==> src/sv/lirs_pkg.sv <==
// Package for the linear interpolation resampler: fixed-point constants,
// request types, controller states and the controller/datapath interface.
// Used by every module of the block; depends on nothing.
`timescale 1ns / 1ps

package lirs_pkg;

  localparam int unsigned FRACTION_BITS = 12;
  localparam int unsigned PHASE_W       = 17;
  localparam int unsigned SAMPLE_W      = 16;
  localparam int unsigned CFG_W         = 16;
  localparam int unsigned FRAC8_W       = 8;
  localparam int unsigned MAX_RESULTS   = 64;
  localparam int unsigned RUN_CNT_W     = $clog2(MAX_RESULTS + 1);
  localparam int unsigned APB_ADDR_W    = 3;
  localparam int unsigned APB_DATA_W    = 32;

  localparam logic [PHASE_W-1:0]   PHASE_ONE = PHASE_W'(1) << FRACTION_BITS;
  localparam logic [RUN_CNT_W-1:0] RUN_MAX   = RUN_CNT_W'(MAX_RESULTS);
  localparam logic [RUN_CNT_W-1:0] RUN_LAST  = RUN_CNT_W'(MAX_RESULTS - 1);

  // Register indexes (paddr[2]).
  localparam logic REG_PHASE_STEP   = 1'b0;
  localparam logic REG_OUTPUT_LIMIT = 1'b1;

  localparam logic [CFG_W-1:0] PHASE_STEP_RST   = 16'd4096;
  localparam logic [CFG_W-1:0] OUTPUT_LIMIT_RST = 16'd256;

  typedef struct packed {
    logic signed [SAMPLE_W-1:0] sample_in;
    logic                       restart;
  } in_req_t;

  typedef struct packed {
    logic signed [SAMPLE_W-1:0] sample_out;
    logic                       last_of_buffer;
    logic                       last_of_run;
  } out_req_t;

  typedef struct packed {
    logic [CFG_W-1:0] phase_step;
    logic [CFG_W-1:0] output_limit;
  } cfg_t;

  typedef enum logic {
    ST_IDLE,
    ST_RUN
  } state_e;

  typedef struct packed {
    logic prime;   // restart: take sample as previous, clear phase and count
    logic load;    // take sample as the current one, clear run count
    logic emit;    // produce one output into the output register
    logic finish;  // close the interval: wrap phase, advance the sample
  } dp_cmd_t;

  typedef struct packed {
    logic primed;
    logic can_emit;   // phase inside interval, limit and run cap not reached
    logic emit_last;  // an output made now ends the run
    logic slot_free;  // output register can take a result this cycle
  } dp_status_t;

endpackage

==> src/sv/linear_interp_resampler_top.sv <==
// Top level of the linear interpolation resampler: register file, controller
// and datapath. Depends on lirs_pkg, lirs_cfg, lirs_ctrl and lirs_dp.
`timescale 1ns / 1ps

// Streaming linear-interpolation resampler for signed 16-bit samples. A phase
// accumulator with 12 fraction bits advances by phase_step per output, and
// each output is a + (((b - a) * f) >>> 8), where a and b are the previous
// and the current input sample and f is the top 8 fraction bits. A request
// with restart set (or the first request after reset) only primes the
// previous sample and clears the phase and the output count; it produces
// nothing. Any other request is loaded and then yields its outputs; the
// block stalls further requests until it has finished the item. The single
// shared interpolator makes one output per cycle whenever the output side
// does not stall, and an output stall holds up the current item until the
// output register is free again. At most 64 outputs
// follow one input, output stops after output_limit outputs per buffer,
// last_of_buffer marks the output that reaches the limit and last_of_run
// marks the final output of an input. A finished output waits in an output
// register, so the block takes the next request while it is still held.
// Registers: phase_step at byte address 0, output_limit at byte address 4.

module linear_interp_resampler_top (
  input  logic                            clk_i,
  input  logic                            rst_ni,
  input  logic                            in_valid_i,
  output logic                            in_stall_o,
  input  lirs_pkg::in_req_t               in_req_i,
  output logic                            out_valid_o,
  input  logic                            out_stall_i,
  output lirs_pkg::out_req_t              out_req_o,
  input  logic                            psel,
  input  logic                            penable,
  input  logic                            pwrite,
  input  logic [lirs_pkg::APB_ADDR_W-1:0] paddr,
  input  logic [lirs_pkg::APB_DATA_W-1:0] pwdata,
  output logic [lirs_pkg::APB_DATA_W-1:0] prdata,
  output logic                            pready
);
  import lirs_pkg::*;

  cfg_t       cfg;
  dp_cmd_t    cmd;
  dp_status_t status;

  lirs_cfg u_cfg (
    .clk_i   (clk_i),
    .rst_ni  (rst_ni),
    .psel    (psel),
    .penable (penable),
    .pwrite  (pwrite),
    .paddr   (paddr),
    .pwdata  (pwdata),
    .prdata  (prdata),
    .pready  (pready),
    .cfg_o   (cfg)
  );

  lirs_ctrl u_ctrl (
    .clk_i        (clk_i),
    .rst_ni       (rst_ni),
    .in_valid_i   (in_valid_i),
    .in_restart_i (in_req_i.restart),
    .in_stall_o   (in_stall_o),
    .status_i     (status),
    .cmd_o        (cmd)
  );

  lirs_dp u_dp (
    .clk_i       (clk_i),
    .rst_ni      (rst_ni),
    .cfg_i       (cfg),
    .in_req_i    (in_req_i),
    .cmd_i       (cmd),
    .status_o    (status),
    .out_valid_o (out_valid_o),
    .out_stall_i (out_stall_i),
    .out_req_o   (out_req_o)
  );

endmodule

==> src/sv/lirs_cfg.sv <==
// APB-style register file of the resampler: phase step and output limit.
// Depends on lirs_pkg.
`timescale 1ns / 1ps

module lirs_cfg (
  input  logic                           clk_i,
  input  logic                           rst_ni,
  input  logic                           psel,
  input  logic                           penable,
  input  logic                           pwrite,
  input  logic [lirs_pkg::APB_ADDR_W-1:0] paddr,
  input  logic [lirs_pkg::APB_DATA_W-1:0] pwdata,
  output logic [lirs_pkg::APB_DATA_W-1:0] prdata,
  output logic                           pready,
  output lirs_pkg::cfg_t                 cfg_o
);
  import lirs_pkg::*;

  logic [CFG_W-1:0] phase_step_q, phase_step_d;
  logic [CFG_W-1:0] output_limit_q, output_limit_d;
  logic             wr_en;

  assign pready = 1'b1;
  assign wr_en  = psel && penable && pwrite;

  always_comb begin
    phase_step_d   = phase_step_q;
    output_limit_d = output_limit_q;
    if (wr_en) begin
      unique case (paddr[2])
        REG_PHASE_STEP:   phase_step_d   = pwdata[CFG_W-1:0];
        REG_OUTPUT_LIMIT: output_limit_d = pwdata[CFG_W-1:0];
        default:          phase_step_d   = phase_step_q;
      endcase
    end
  end

  always_comb begin
    unique case (paddr[2])
      REG_PHASE_STEP:   prdata = APB_DATA_W'(phase_step_q);
      REG_OUTPUT_LIMIT: prdata = APB_DATA_W'(output_limit_q);
      default:          prdata = '0;
    endcase
  end

  always_ff @(posedge clk_i or negedge rst_ni) begin
    if (!rst_ni) begin
      phase_step_q   <= PHASE_STEP_RST;
      output_limit_q <= OUTPUT_LIMIT_RST;
    end else begin
      phase_step_q   <= phase_step_d;
      output_limit_q <= output_limit_d;
    end
  end

  assign cfg_o.phase_step   = phase_step_q;
  assign cfg_o.output_limit = output_limit_q;

endmodule

==> src/sv/lirs_ctrl.sv <==
// Controller state machine of the resampler: accepts requests and sequences
// the datapath through one interval per input. Depends on lirs_pkg.
`timescale 1ns / 1ps

module lirs_ctrl (
  input  logic                 clk_i,
  input  logic                 rst_ni,
  input  logic                 in_valid_i,
  input  logic                 in_restart_i,
  output logic                 in_stall_o,
  input  lirs_pkg::dp_status_t status_i,
  output lirs_pkg::dp_cmd_t    cmd_o
);
  import lirs_pkg::*;

  state_e state_q, state_d;

  always_comb begin
    state_d    = state_q;
    cmd_o      = '0;
    in_stall_o = 1'b1;
    unique case (state_q)
      ST_IDLE: begin
        in_stall_o = 1'b0;
        if (in_valid_i) begin
          if (in_restart_i || !status_i.primed) begin
            cmd_o.prime = 1'b1;
          end else begin
            cmd_o.load = 1'b1;
            state_d    = ST_RUN;
          end
        end
      end
      ST_RUN: begin
        if (!status_i.can_emit) begin
          cmd_o.finish = 1'b1;
          state_d      = ST_IDLE;
        end else if (status_i.slot_free) begin
          cmd_o.emit = 1'b1;
          if (status_i.emit_last) begin
            cmd_o.finish = 1'b1;
            state_d      = ST_IDLE;
          end
        end
      end
      default: state_d = ST_IDLE;
    endcase
  end

  always_ff @(posedge clk_i or negedge rst_ni) begin
    if (!rst_ni) begin
      state_q <= ST_IDLE;
    end else begin
      state_q <= state_d;
    end
  end

endmodule

==> src/sv/lirs_dp.sv <==
// Datapath of the resampler: sample, phase and count registers, the shared
// interpolator and the output register. Depends on lirs_pkg.
`timescale 1ns / 1ps

module lirs_dp (
  input  logic                 clk_i,
  input  logic                 rst_ni,
  input  lirs_pkg::cfg_t       cfg_i,
  input  lirs_pkg::in_req_t    in_req_i,
  input  lirs_pkg::dp_cmd_t    cmd_i,
  output lirs_pkg::dp_status_t status_o,
  output logic                 out_valid_o,
  input  logic                 out_stall_i,
  output lirs_pkg::out_req_t   out_req_o
);
  import lirs_pkg::*;

  logic signed [SAMPLE_W-1:0] prev_q, prev_d;
  logic signed [SAMPLE_W-1:0] cur_q, cur_d;
  logic [PHASE_W-1:0]         phase_q, phase_d;
  logic [CFG_W-1:0]           count_q, count_d;
  logic [RUN_CNT_W-1:0]       run_q, run_d;
  logic                       primed_q, primed_d;
  logic                       out_valid_q, out_valid_d;
  out_req_t                   out_q, out_d;

  logic [PHASE_W-1:0]         phase_adv, phase_src;
  logic [CFG_W-1:0]           count_inc;
  logic [FRAC8_W-1:0]         frac8;
  logic signed [SAMPLE_W:0]   diff;
  logic signed [SAMPLE_W+FRAC8_W+1:0] prod;
  logic signed [SAMPLE_W-1:0] interp;
  logic                       hit_limit;

  assign phase_adv = phase_q + PHASE_W'(cfg_i.phase_step);
  assign count_inc = count_q + CFG_W'(1);
  assign hit_limit = (count_inc == cfg_i.output_limit);
  assign frac8     = phase_q[FRACTION_BITS-1 -: FRAC8_W];

  // The arithmetic shift by 8 floors the scaled difference.
  assign diff   = {cur_q[SAMPLE_W-1], cur_q} - {prev_q[SAMPLE_W-1], prev_q};
  assign prod   = diff * $signed({1'b0, frac8});
  assign interp = prev_q + prod[SAMPLE_W+FRAC8_W-1:FRAC8_W];

  assign status_o.primed    = primed_q;
  assign status_o.can_emit  = (phase_q < PHASE_ONE) && (count_q < cfg_i.output_limit)
                              && (run_q != RUN_MAX);
  assign status_o.emit_last = (phase_adv >= PHASE_ONE) || hit_limit || (run_q == RUN_LAST);
  assign status_o.slot_free = !out_valid_q || !out_stall_i;

  assign phase_src = cmd_i.emit ? phase_adv : phase_q;

  always_comb begin
    prev_d      = prev_q;
    cur_d       = cur_q;
    phase_d     = phase_q;
    count_d     = count_q;
    run_d       = run_q;
    primed_d    = primed_q;
    out_d       = out_q;
    out_valid_d = out_valid_q && out_stall_i;

    if (cmd_i.prime) begin
      prev_d   = in_req_i.sample_in;
      phase_d  = '0;
      count_d  = '0;
      primed_d = 1'b1;
    end
    if (cmd_i.load) begin
      cur_d = in_req_i.sample_in;
      run_d = '0;
    end
    if (cmd_i.emit) begin
      count_d            = count_inc;
      run_d              = run_q + RUN_CNT_W'(1);
      phase_d            = phase_adv;
      out_d.sample_out     = interp;
      out_d.last_of_buffer = hit_limit;
      out_d.last_of_run    = status_o.emit_last;
      out_valid_d        = 1'b1;
    end
    // An interval left while still inside it restarts the phase at the new sample.
    if (cmd_i.finish) begin
      phase_d = (phase_src >= PHASE_ONE) ? (phase_src - PHASE_ONE) : '0;
      prev_d  = cur_q;
    end
  end

  always_ff @(posedge clk_i or negedge rst_ni) begin
    if (!rst_ni) begin
      primed_q    <= 1'b0;
      out_valid_q <= 1'b0;
    end else begin
      primed_q    <= primed_d;
      out_valid_q <= out_valid_d;
    end
  end

  always_ff @(posedge clk_i) begin
    prev_q  <= prev_d;
    cur_q   <= cur_d;
    phase_q <= phase_d;
    count_q <= count_d;
    run_q   <= run_d;
    out_q   <= out_d;
  end

  assign out_valid_o = out_valid_q;
  assign out_req_o   = out_q;

endmodule

==> config.mk <==
export PLATFORM = sky130hd
export DESIGN_NAME = linear_interp_resampler_top
export DESIGN_NICKNAME = d
export VERILOG_FILES = /design/src/sv/lirs_pkg.sv /design/src/sv/linear_interp_resampler_top.sv /design/src/sv/lirs_cfg.sv /design/src/sv/lirs_ctrl.sv /design/src/sv/lirs_dp.sv
export SDC_FILE = /design/constraint.sdc
export NUM_CORES = 1
export LEC_CHECK = 0
export ABC_AREA = 1
export BUFFER_PORTS_ARGS = -buffer_cell sky130_fd_sc_hd__buf_2
export CAP_MARGIN = 10
export CELL_PAD_IN_SITES_DETAIL_PLACEMENT = 1
export CELL_PAD_IN_SITES_GLOBAL_PLACEMENT = 1
export CORE_MARGIN = 3
export CORE_UTILIZATION = 50
export DETAILED_ROUTE_END_ITERATION = 12
export PLACE_DENSITY_LB_ADDON = 0.25
export SLEW_MARGIN = 30
export SYNTH_ARGS = -nofsm -noshare
export SYNTH_HDL_FRONTEND = slang
export SYNTH_SLANG_ARGS = --single-unit
==> constraint.sdc <==
create_clock -name clk_i -period 14.5 [get_ports clk_i]
set_clock_uncertainty 0.2 [all_clocks]
set_input_delay 1.45 -clock clk_i [delete_from_list [all_inputs] [get_ports clk_i]]
set_output_delay 1.45 -clock clk_i [all_outputs]
set_load 0.05 [all_outputs]
---- Word level (Yosys, flattened, before mapping) ----
Cells that the tools add are included.
operators by class
  add/subtract/negate cells ............... 6
  multiply operators ...................... 1
  $lt $le $gt $ge ......................... 4
  equality and inequality tests ........... 3
  mux-type cells .......................... 28
  bitwise gates (word level) .............. 2
  reduce and logical (&&, ||, !) cells .... 18
operators by type and width
  operator                number
  $mux 17                 5
  $mux 16                 4
  $pmux 32 s2             1
  $ge 17x13->1 const B    2
  $mul 17x9->24           1
  $add 17x16->17          1
  $lt 17x13->1 const B    1
  $sub 16x16->17          1
  $sub 17x13->17 const B  1
  $add 16x1->16 const B   1
  $add 16x16->16          1
  $eq 16x16->1            1
  $lt 16x16->1            1
  $mux 7                  2
  $mux 1                  11
  $mux 2                  4
  $add 7x1->7 const B     1
  $eq 7x6->1 const B      1
  $ne 7x7->1 const B      1
  $reduce_bool 2->1       3
  $logic_and 1x1->1       5
  $logic_or 1x1->1        4
  $reduce_and 2->1        2
  $logic_not 1->1         3
  other kinds (3)         4
storage, ports and cells
  register bits after elaboration ......... 125
  input port bits ......................... 59
  output and inout bits ................... 53
  logic and storage cells ................. 75

---- Longest topological paths before layout ----
  depth in word-level cells ............... 12
  mapped depth ............................ 44
  gate-level depth less buffers ........... 44

---- By module ----
A second synthesis with hierarchy kept.
second synthesis, totals
  cell total of the unflattened synthesis .. 1,751
  area total of the unflattened synthesis .. 13,494.2 um^2
by module, submodules not included
  module     instances  cells an instance  area each (um^2)
  lirs_dp    1          1,522              11,767.5
  lirs_cfg   1          213                1,630.3
  lirs_ctrl  1          16                 96.3

---- Worst setup path before layout ----
No wires, ideal clock.
  path type ............................... register to register
  start ................................... register u_dp.prev_q[0]
  end ..................................... register u_dp.out_q (netlist bit u_dp.out_req_o[17]) (data pin)
  library setup time ...................... 0.252 ns
  data arrival time ....................... 6.889 ns
  slack ................................... 7.159 ns
  cell stages (with the launch flop) ...... 37
  buffers on the path ..................... 0
  period minus slack after synthesis ...... 7.341 ns
  cell sequence ........................... edfxtp_1 ha_1 fa_1 o21ai_0 o21ai_0 o21ai_1 nand2_1 nand2_1 nand2_1 nand2_1 xor2_1 nand2_1 fa_1 inv_1 fa_1 fa_1 inv_1 fa_1 inv_1 ha_1 nand2_1 nor4_1 a21oi_1 o21ai_2 nand2_1 a31oi_1 nand2_1 nand2_1 xor2_1 inv_1 ha_1 a21oi_1 o221ai_1 a31oi_1 inv_1 nand2_1 nand2_1
on the way
  longest elaborated chain between the ends .. 3
ends and longest elaborated chain
  item                       line            text
  start, declared            lirs_dp.sv:18   logic signed [SAMPLE_W-1:0] prev_q, prev_d;
  start signal, assigned     lirs_dp.sv:100  prev_q <= prev_d;
  $sub 16x16->17             lirs_dp.sv:41   assign diff = {cur_q[SAMPLE_W-1], cur_q} - {prev_q[SAMPLE_W-1], prev_q};
  $mul 17x9->24              lirs_dp.sv:42   assign prod = diff * $signed({1'b0, frac8});
  $add 16x16->16 (*)         lirs_dp.sv:43   assign interp = prev_q + prod[SAMPLE_W+FRAC8_W-1:FRAC8_W];
  named net u_dp.interp[15]  lirs_dp.sv:32   logic signed [SAMPLE_W-1:0] interp;
  end signal, assigned       lirs_dp.sv:105  out_q <= out_d;
  end, declared              lirs_dp.sv:25   out_req_t out_q, out_d;
The timed path passes the listed nets; every way through them passes the cells marked *.
A chain may end at the register's enable or synchronous reset.

---- Worst setup path in the final report ----
Ends and elaborated chain as after synthesis.

==> out/metrics.cfg <==
[logic_synthesis]
yosysSeqAreaShare_pct=27.4
synth.top_cells.by_area=edfxtp_1, fa_1, nand2_1, ha_1, inv_1
ys_types=49
synthCells=1659
synth.cell_area_mm2=0.0131
synth_edf_count=90
synth_warnings=0
yosys.area.top_type_share_pct=20.7
synth_largest_area_cell=edfxtp_1
ys_async_sr_fraction_pct=28.0
synth_flop_cell=edfxtp_1
ys_ff_latch=125
syn_avg_cell_area_um2=7.87

[hold_path]
min_from=u_dp.primed_q$_DFFE_PN0P_
min_path_type=flop to flop

[routing]
vias_per_cell=5.35
first_pass_iters=4
wl_per_cell_um=17.8
detail-route-antenna-nets=0
drtIter0Drc=452
drc_errors=0
wl_um=36700
vias=11000

[place]
port_buffers=76
gp_congestion=0.899
placedCellCount=2032
hpwlAfterDp_um=29200
place_area_mm2=0.0136

[timing]
period_needed_ns=9.06
clock.fmax_ghz=0.110
worst_pin_slew_ns=0.888
setup_viol=0
tns_ns=0
finalCritPeriodShare_pct=62.5
grt_setup_unrepaired=false
slew_headroom_pct=40.8
final-hold-violation-count=0
fin_hold_ws_ns=0.288
slew_viol_final=0

[grt]
antenna_found_initial=0
grt_start_max_net_pins=36
grt_pass1_wl_um=61300
grt_pass1_vias=12300
grt_overflow_total=0
grt_use_total_pct=27.0

[final_layout]
ff_latch_area_mm2=0.00358
drive_gt1_share_pct=8.19
insertedDiodeCount=0
nNetsFinal=1997
stdcell_area_mm2=0.0142
final_common_cell=nand2_1
multi_input_area_mm2=0.00809
fillers=3213
mostFrequentLayoutCells=nand2_1, inv_1, nor2_1
syn2layout_area_growth_pct=8.94
fin_cells=2064

[clock_network]
clk_latency_ns=0.44
ctsResizeCount=0
numCtsBuffers=17
cts_hold_buf=0
clk_pin_slew_worst_paths_ns=0.06
tritoncts=built
clock-sinks=125
cts-htree-levels=4
cts_setup_buffers=0
clockBufferDepth=2
cts_root_buffer=clkbuf_16

[worst_setup_path]
path_max_fanout=7
critPathCaptureType=flop
timing.rr.start=u_dp.prev_q[0]$_DFFE_PP_
cp.required_ns=14.49
cp_num_buf_inv=4
arrival_ns=9.05
crit_path_frequent_cell=nand2_1
critPathLaunchType=flop
cp_top_family=adder cells
critical-path-slowest-cell=xor2_1
crit_start=u_dp.prev_q[0]$_DFFE_PP_
worstSetupPathType=flop to flop
slowest_delay_ns=0.65

[job]
maxCapViolCount=0

[outcome]
outcome=completed

[floorplan]
placement_rows=58
die_h_um=168
start_util_pct=51.4
die_area_mm2=0.0281
core_area_mm2=0.0254
fp.dieW_um=168
ios=112

[cells in the mapped netlist, types with 5 or more instances]
library cell / n
a21oi_1: 69
buf_1: 5
buf_2: 8
buf_4: 18
clkbuf_1: 17
dfrtp_1: 33
edfxtp_1: 90
fa_1: 105
ha_1: 112
inv_1: 309
nand2_1: 417
nand3_1: 79
nand3b_1: 9
nand4_1: 14
nor2_1: 153
nor3_1: 10
o21ai_0: 72
o21bai_1: 6
or2_2: 6
xnor2_1: 16
xor2_1: 56
[path summary, 6_finish.rpt]
kind,endpoint,slack (ns),cells past startpoint
min reg2reg,u_dp.primed_q$_DFFE_PN0P_,0.29,2
max reg2reg,u_dp.out_req_o[17]$_DFFE_PP_,5.44,37
max in group asynchronous,u_cfg.output_limit_q[9]$_DFFE_PN0P_,12.66,1
max,u_dp.out_req_o[17]$_DFFE_PP_,5.44,37
min,u_dp.primed_q$_DFFE_PN0P_,0.29,2
min in group asynchronous,u_dp.out_valid_o$_DFF_PN0_,0.91,1
[cell type report]
type,count,share of cell area (%)
sequential,125,25.2
clock buffer,17,2.99
multi-input combinational,1186,56.9
tap,330,2.90
inverter,313,8.30
clock inverter,15,0.959
timing repair buffer,78,2.78
[worst min-delay path, stage by stage (launching register included)]
cell and delay [ns]:
dfrtp_1 0.33, inv_1 0.06, nand2_1 0.07
[logic make-up after synthesis]
family	Yosys count	synth area share (%)
and+or+nand+nor	706	22.3
buffers and inverters	363	11.2
adders and majority gates	217	26.8
AOI/OAI and AO/OA	174	7.31
DFF	125	27.4
xor gates and xnor gates	72	4.83
other	2	0.0575
[registers in the layout, summed over array words and instances, names as in the netlist]
register / flops
u_dp.cur_q: 16
u_dp.primed_q: 1
u_dp.run_q: 7
u_dp.out_valid_o: 1
u_cfg.output_limit_q: 16
u_ctrl.state_q: 1
u_dp.count_q: 16
u_dp.prev_q: 16
u_dp.phase_q: 17
u_cfg.phase_step_q: 16
u_dp.out_req_o: 18
[metal layers]
layer | vias up | track usage [%] | wire (µm)
met3 | 54 | 2.88 | 885
met2 | 170 | 50.4 | 19600
met1 | 5527 | 32.8 | 15400
li1 | 5294 | - | -
met4 | 0 | 7.61 | 851
met5 | - | 0 | 0
[through the flow]
step                util [%]  worst slack, ns
floorplan                  -             7.16
CTS                     55.9             5.47
finish                  56.0             5.44
detailed placement      53.7             5.51
global route            56.0             4.85
global placement        53.7             5.71
Power is left out: the tool's default activity adds up to more than one toggle a clock period on the data nets, which glitch-free logic cannot reach.
